### src/rtl/tcw_pkg.sv
// Package for the text console writer: geometry, field widths, character
// codes, sequencer states and the structs passed between modules.
// No dependencies.
package tcw_pkg;

	// Screen geometry
	localparam int COLUMNS = 80;
	localparam int ROWS    = 25;
	localparam int CELLS   = COLUMNS * ROWS;

	// Field widths
	localparam int COL_W  = 7;
	localparam int ROW_W  = 5;
	localparam int ADDR_W = 11;
	localparam int CELL_W = 16;
	localparam int CHAR_W = 8;

	localparam logic [ADDR_W-1:0] COLUMNS_A  = ADDR_W'(COLUMNS);
	localparam logic [ADDR_W-1:0] CELLS_A    = ADDR_W'(CELLS);
	localparam logic [ADDR_W-1:0] LAST_CELL  = ADDR_W'(CELLS - 1);
	localparam logic [ADDR_W-1:0] COPY_CELLS = ADDR_W'(CELLS - COLUMNS);

	localparam logic [CELL_W-1:0] BLANK_CELL = 16'h0720;

	// Item functions
	localparam logic FUNC_PUT  = 1'b0;
	localparam logic FUNC_READ = 1'b1;

	// Control characters
	localparam logic [CHAR_W-1:0] CH_NUL     = 8'd0;
	localparam logic [CHAR_W-1:0] CH_TAB     = 8'd9;
	localparam logic [CHAR_W-1:0] CH_NEWLINE = 8'd10;
	localparam logic [CHAR_W-1:0] CH_RETURN  = 8'd13;
	localparam int                TAB_STEP   = 4;

	typedef enum logic [2:0] {
		ST_CLEAR,
		ST_IDLE,
		ST_EXEC,
		ST_RDATA,
		ST_COPY,
		ST_FILL,
		ST_DONE
	} seq_state_t;

	typedef struct packed {
		logic [COL_W-1:0] col;
		logic [ROW_W-1:0] row;
	} cursor_t;

	// Outcome of a put at the current cursor
	typedef struct packed {
		cursor_t           nxt;
		logic              write;
		logic              scroll;
		logic [ADDR_W-1:0] index;
	} step_t;

	typedef struct packed {
		logic [CELL_W-1:0] cell_data;
		logic              scrolled;
	} result_t;

endpackage

### src/rtl/tcw_cursor.sv
// Cursor register and put decode: next cursor, cell write and scroll decision.
// Depends on tcw_pkg.
module tcw_cursor (
	input  logic                       clk,
	input  logic                       arst_n,
	input  logic [tcw_pkg::CHAR_W-1:0] char_code,
	input  logic                       commit,
	output tcw_pkg::cursor_t           cur,
	output tcw_pkg::step_t             step
);
	import tcw_pkg::*;

	cursor_t          cur_q;
	logic [COL_W:0]   col_t;
	logic [ROW_W:0]   row_t;

	assign cur = cur_q;

	always_comb begin
		col_t       = {1'b0, cur_q.col};
		row_t       = {1'b0, cur_q.row};
		step.write  = 1'b0;
		step.scroll = 1'b0;
		unique case (char_code)
			CH_NEWLINE: begin
				col_t = '0;
				row_t = row_t + 1'b1;
			end
			CH_RETURN: begin
				col_t = '0;
			end
			CH_TAB: begin
				col_t = col_t + (COL_W+1)'(TAB_STEP);
			end
			CH_NUL: begin
			end
			default: begin
				step.write = 1'b1;
				col_t      = col_t + 1'b1;
			end
		endcase
		// wrap past the last column
		if (col_t >= (COL_W+1)'(COLUMNS)) begin
			col_t = '0;
			row_t = row_t + 1'b1;
		end
		// past the last row: scroll and park on the bottom row
		if (row_t >= (ROW_W+1)'(ROWS)) begin
			step.scroll = 1'b1;
			row_t       = (ROW_W+1)'(ROWS - 1);
			col_t       = '0;
		end
		step.nxt.col = col_t[COL_W-1:0];
		step.nxt.row = row_t[ROW_W-1:0];
		step.index   = ADDR_W'(cur_q.row) * COLUMNS_A + ADDR_W'(cur_q.col);
	end

	always_ff @(posedge clk or negedge arst_n) begin
		if (!arst_n) begin
			cur_q <= '0;
		end else if (commit) begin
			cur_q <= step.nxt;
		end
	end
endmodule

### config.mk
export PLATFORM = sky130hd
export DESIGN_NAME = tcw_cursor
export DESIGN_NICKNAME = d
export VERILOG_FILES = /design/src/rtl/tcw_pkg.sv /design/src/rtl/tcw_cursor.sv
export SDC_FILE = /design/constraint.sdc
export NUM_CORES = 1
export LEC_CHECK = 0
export BUFFER_PORTS_ARGS = -buffer_cell sky130_fd_sc_hd__buf_2
export CAP_MARGIN = 20
export CELL_PAD_IN_SITES_DETAIL_PLACEMENT = 2
export CELL_PAD_IN_SITES_GLOBAL_PLACEMENT = 2
export CORE_MARGIN = 2
export CORE_UTILIZATION = 30
export CTS_BUF_LIST = sky130_fd_sc_hd__clkbuf_8
export CTS_CLUSTER_SIZE = 30
export DETAILED_ROUTE_END_ITERATION = 12
export PLACE_DENSITY_LB_ADDON = 0.1
export SLEW_MARGIN = 15
export SYNTH_ARGS = -nofsm -noshare
export SYNTH_HDL_FRONTEND = slang
export SYNTH_SLANG_ARGS = --single-unit
### constraint.sdc
create_clock -name clk -period 4.6 [get_ports clk]
set_clock_uncertainty 0.05 [all_clocks]
set_input_delay 0.69 -clock clk [delete_from_list [all_inputs] [get_ports clk]]
set_output_delay 0.69 -clock clk [all_outputs]
set_load 0.02 [all_outputs]
# After elaboration in Yosys (flattened, before gate mapping)
# Index checks and enable logic that the tools add are counted.
# classes
add_sub_neg	5
multipliers	1
magnitude_cmp	2
eq_ne	3
mux	8
n_reduce_logical	3
# ops
cell	n
8-bit by 4-bit == test with 1-bit output, second input constant	3
8-bit one-hot mux with 3 select lines	1
7-bit 2-to-1 mux	2
6-bit 2-to-1 mux	2
11-bit by 7-bit adder with 11-bit output	1
7-bit by 1-bit adder with 8-bit output, second input constant	1
7-bit by 3-bit adder with 8-bit output, second input constant	1
8-bit by 7-bit greater-or-equal comparator with 1-bit output, second input constant	1
8-bit zero test	1
5-bit by 3-bit multiplier with 7-bit output, second input constant	1
5-bit by 1-bit adder with 6-bit output, second input constant	1
6-bit by 1-bit adder with 6-bit output, second input constant	1
6-bit by 5-bit greater-or-equal comparator with 1-bit output, second input constant	1
5-bit 2-to-1 mux	1
4-bit OR reduction	1
1-bit 2-to-1 mux	2
2-bit OR reduction	1
# word_totals
regBits	12
inputBits	11

# Logic depth before layout (Yosys ltp)
# depth
word_depth	7
depth_mapped	15

# Worst setup path after synthesis
# OpenSTA, ideal clock, no wires.
# synth_timing
kind	input to output
start	in char_code[5] (netlist bit)
end	out step[13] (netlist bit)
arrival_time_ps	3385
required_ps	3860
path_slack_ps	475
path_stages	11
path_cell_list	or4_4 or3_1 buf_2 o41ai_2 o22ai_1 o21a_1 buf_6 o31ai_4 xnor2_1 o22ai_4 nor2b_1
# synth_rtl
item	line	rtl
start, declared	tcw_cursor.sv:6	input logic [tcw_pkg::CHAR_W-1:0] char_code,
end, declared	tcw_cursor.sv:9	output tcw_pkg::step_t step

==> results.json <==
{
  "clock_sinks": 12,
  "syn-instance-count": 220,
  "end_kind": "output pin",
  "synth_area_per_cell_sq_um": 7.57,
  "multi_input_area_sq_mm": 0.00123,
  "synthDistinctLibCells": 47,
  "async_flop_share": 1.00,
  "ios": 48,
  "layout_commonest_cell": "buf_2",
  "yosysWarnings": 0,
  "finalHoldViolations": 0,
  "vias": 1714,
  "synthFlopType": "dfrtp_1",
  "start_util": 0.306,
  "worst_r2r_path_depth": 9,
  "postCtsSetupRepairBufs": 0,
  "clk_pin_slew_ps": 60,
  "ant_nets": 0,
  "dr.pass1.iters": 4,
  "vias_per_cell": 5.26,
  "root_buffer": "clkbuf_8",
  "setup_viol": 0,
  "insertion_delay_ps": 240,
  "critPathKind": "input pin to output pin",
  "area_growth_pct": 17.2,
  "hpwl_mm": 4.45,
  "synth_edf_count": 0,
  "std_cell_rows": 27,
  "worstHoldPathType": "input pin to async pin",
  "wl_mm": 5.60,
  "fmax_mhz": 228,
  "fin_nets": 282,
  "route.detailed.drc": 0,
  "p_leak_nw": 0.869,
  "htreeDepth": 1,
  "cts_tree": "yes",
  "grt_pass1_vias": 1839,
  "busiest_layer": "met2",
  "stdcell_area_sq_mm": 0.00195,
  "cp-start-kind": "input pin",
  "grtUsageMet2": 0.362,
  "drive_above_1_share": 0.232,
  "clockBufferDepth": 2,
  "routedWlPerCell_um": 17.2,
  "grt_max_degree": 15,
  "grt_use_met3": 0.0276,
  "antenna_found_initial": 0,
  "fin_setup_tns_ps": 0,
  "cellPowerDensity_mw_per_mm2": 762,
  "die_w_um": 78.5,
  "gp_congestion": 0.775,
  "arrival_ps": 3650,
  "dieArea_sq_mm": 0.00616,
  "r2r-end": "cur[4]$_DFFE_PN0P_",
  "synth-seq-area-share": 0.180,
  "min_period_ps": 4390,
  "required_ps": 3860,
  "fin_crit_sh": 0.953,
  "drtIter0Drc": 39,
  "core-area_sq_mm": 0.00544,
  "grt_use_total": 0.192,
  "worst-path-max-fanout": 10,
  "rr_startpoint": "cur[7]$_DFFE_PN0P_",
  "regArea_sq_um": 300,
  "ir_drop_uv": 245,
  "grt-ovfl-total": 0,
  "hold_buffers": 0,
  "numCtsBuffers": 3,
  "ys_ff_latch": 12,
  "cts_resized": 0,
  "cap_violations": 0,
  "largest_reg_flops": 12,
  "io_buffers": 47,
  "grt_util_met1": 0.234,
  "worstMarginPinSlew_ps": 665,
  "synth_area_sq_mm": 0.00167,
  "slew_viol_final": 0,
  "die_y_um": 78.5,
  "grt_pass1_wl_mm": 9.47,
  "outcome": "complete, no violations",
  "r2r_slack_ps": 1450,
  "cp-startpoint": "char_code[5]",
  "placed_area_sq_mm": 0.00191,
  "antenna_cells": 0,
  "syn_nets": 246,
  "layout_common_cells": "buf_2 (47), nor2_1 (23), nand2_1 (22)",
  "rsz0062_at_grt": "no",
  "slew_headroom": 0.555,
  "nFillCells": 678,
  "setup.worst_path.end": "step[13]"
}
-- power by group --
part	internal (mW)	switching, mW	leakage [nW]
registers	0.146	0.134	0.150
clock network	0.0577	0.0398	0.0216
logic	0.435	0.674	0.697
-- synth_stat cells (3+ instances only) --
library cell,number,share of area
a21o_1,4,0.018
o31ai_1,3,0.014
a31oi_1,3,0.011
xnor2_1,21,0.11
dfrtp_1,12,0.18
clkbuf_1,11,0.025
a21oi_1,17,0.051
ha_1,13,0.098
inv_1,13,0.029
nand3_1,7,0.021
nor2b_1,3,0.011
o21ai_1,3,0.0090
buf_4,4,0.018
o21a_1,3,0.014
nor2_1,23,0.052
o21ai_0,12,0.036
nand2_1,22,0.050
o2bb2ai_1,3,0.016
nor3_1,4,0.012
o22ai_1,3,0.011
-- worst min-delay path by stage --
stage                     cells after the start                  end  slack (ps)    from
after floorplan                               0   cur[0]$_DFFE_PN0P_         340  arst_n
after global placement                        1   cur[3]$_DFFE_PN0P_         540  arst_n
after detailed placement                      1   cur[3]$_DFFE_PN0P_         550  arst_n
after CTS                                     1  cur[11]$_DFFE_PN0P_         290  arst_n
after global routing                          1  cur[11]$_DFFE_PN0P_         280  arst_n
final                                         1  cur[11]$_DFFE_PN0P_         280  arst_n
-- final cells by class --
| cell class | instances | share of cell area |
|---|---|---|
| clock buffers | 3 | 0.0212 |
| inverters | 13 | 0.0250 |
| multi-input cells | 178 | 0.629 |
| flip-flops and latches | 12 | 0.154 |
| well taps | 72 | 0.0462 |
| repair buffers | 48 | 0.124 |
-- critical path, cell delays in order --
cell and delay [ps]:
buf_2 110, or4_4 540, or3_1 470, o41ai_2 370, o22ai_1 140, o21a_1 330, o31ai_4 270, xnor2_1 250
o22ai_4 180, nor2b_1 130, buf_2 170
-- kinds of logic (layout without fill, tap and decap cells) --
group	count (synthesis)	after routing	share of synthesized area
adder cells (fa/ha/maj)	15	15	0.122
flip-flops	12	12	0.180
AO/OA/AOI/OAI	64	64	0.269
AND/OR/NAND/NOR	73	73	0.207
buffers and inverters	30	64	0.0819
multiplexers	3	3	0.0195
XOR/XNOR	23	23	0.121
-- per-stage QoR --
stage	hold slack, ps	total power [mW]	util	instances	setup WS (ps)
final	277	1.49	0.359	326	215
after global routing	284	1.63	0.359	326	22.8
after CTS	287	1.51	0.359	326	221
after detailed placement	548	1.40	0.351	323	238
after global placement	539	1.38	0.351	323	318
after floorplan	344	1.08	-	220	475
-- layer usage --
layer	share of wire	vias to the layer above
met2	0.52	28
met5	0	-
met4	0.0075	0
met1	0.44	834
li1	-	848
met3	0.027	4
Power figures use the tool's default switching activity.
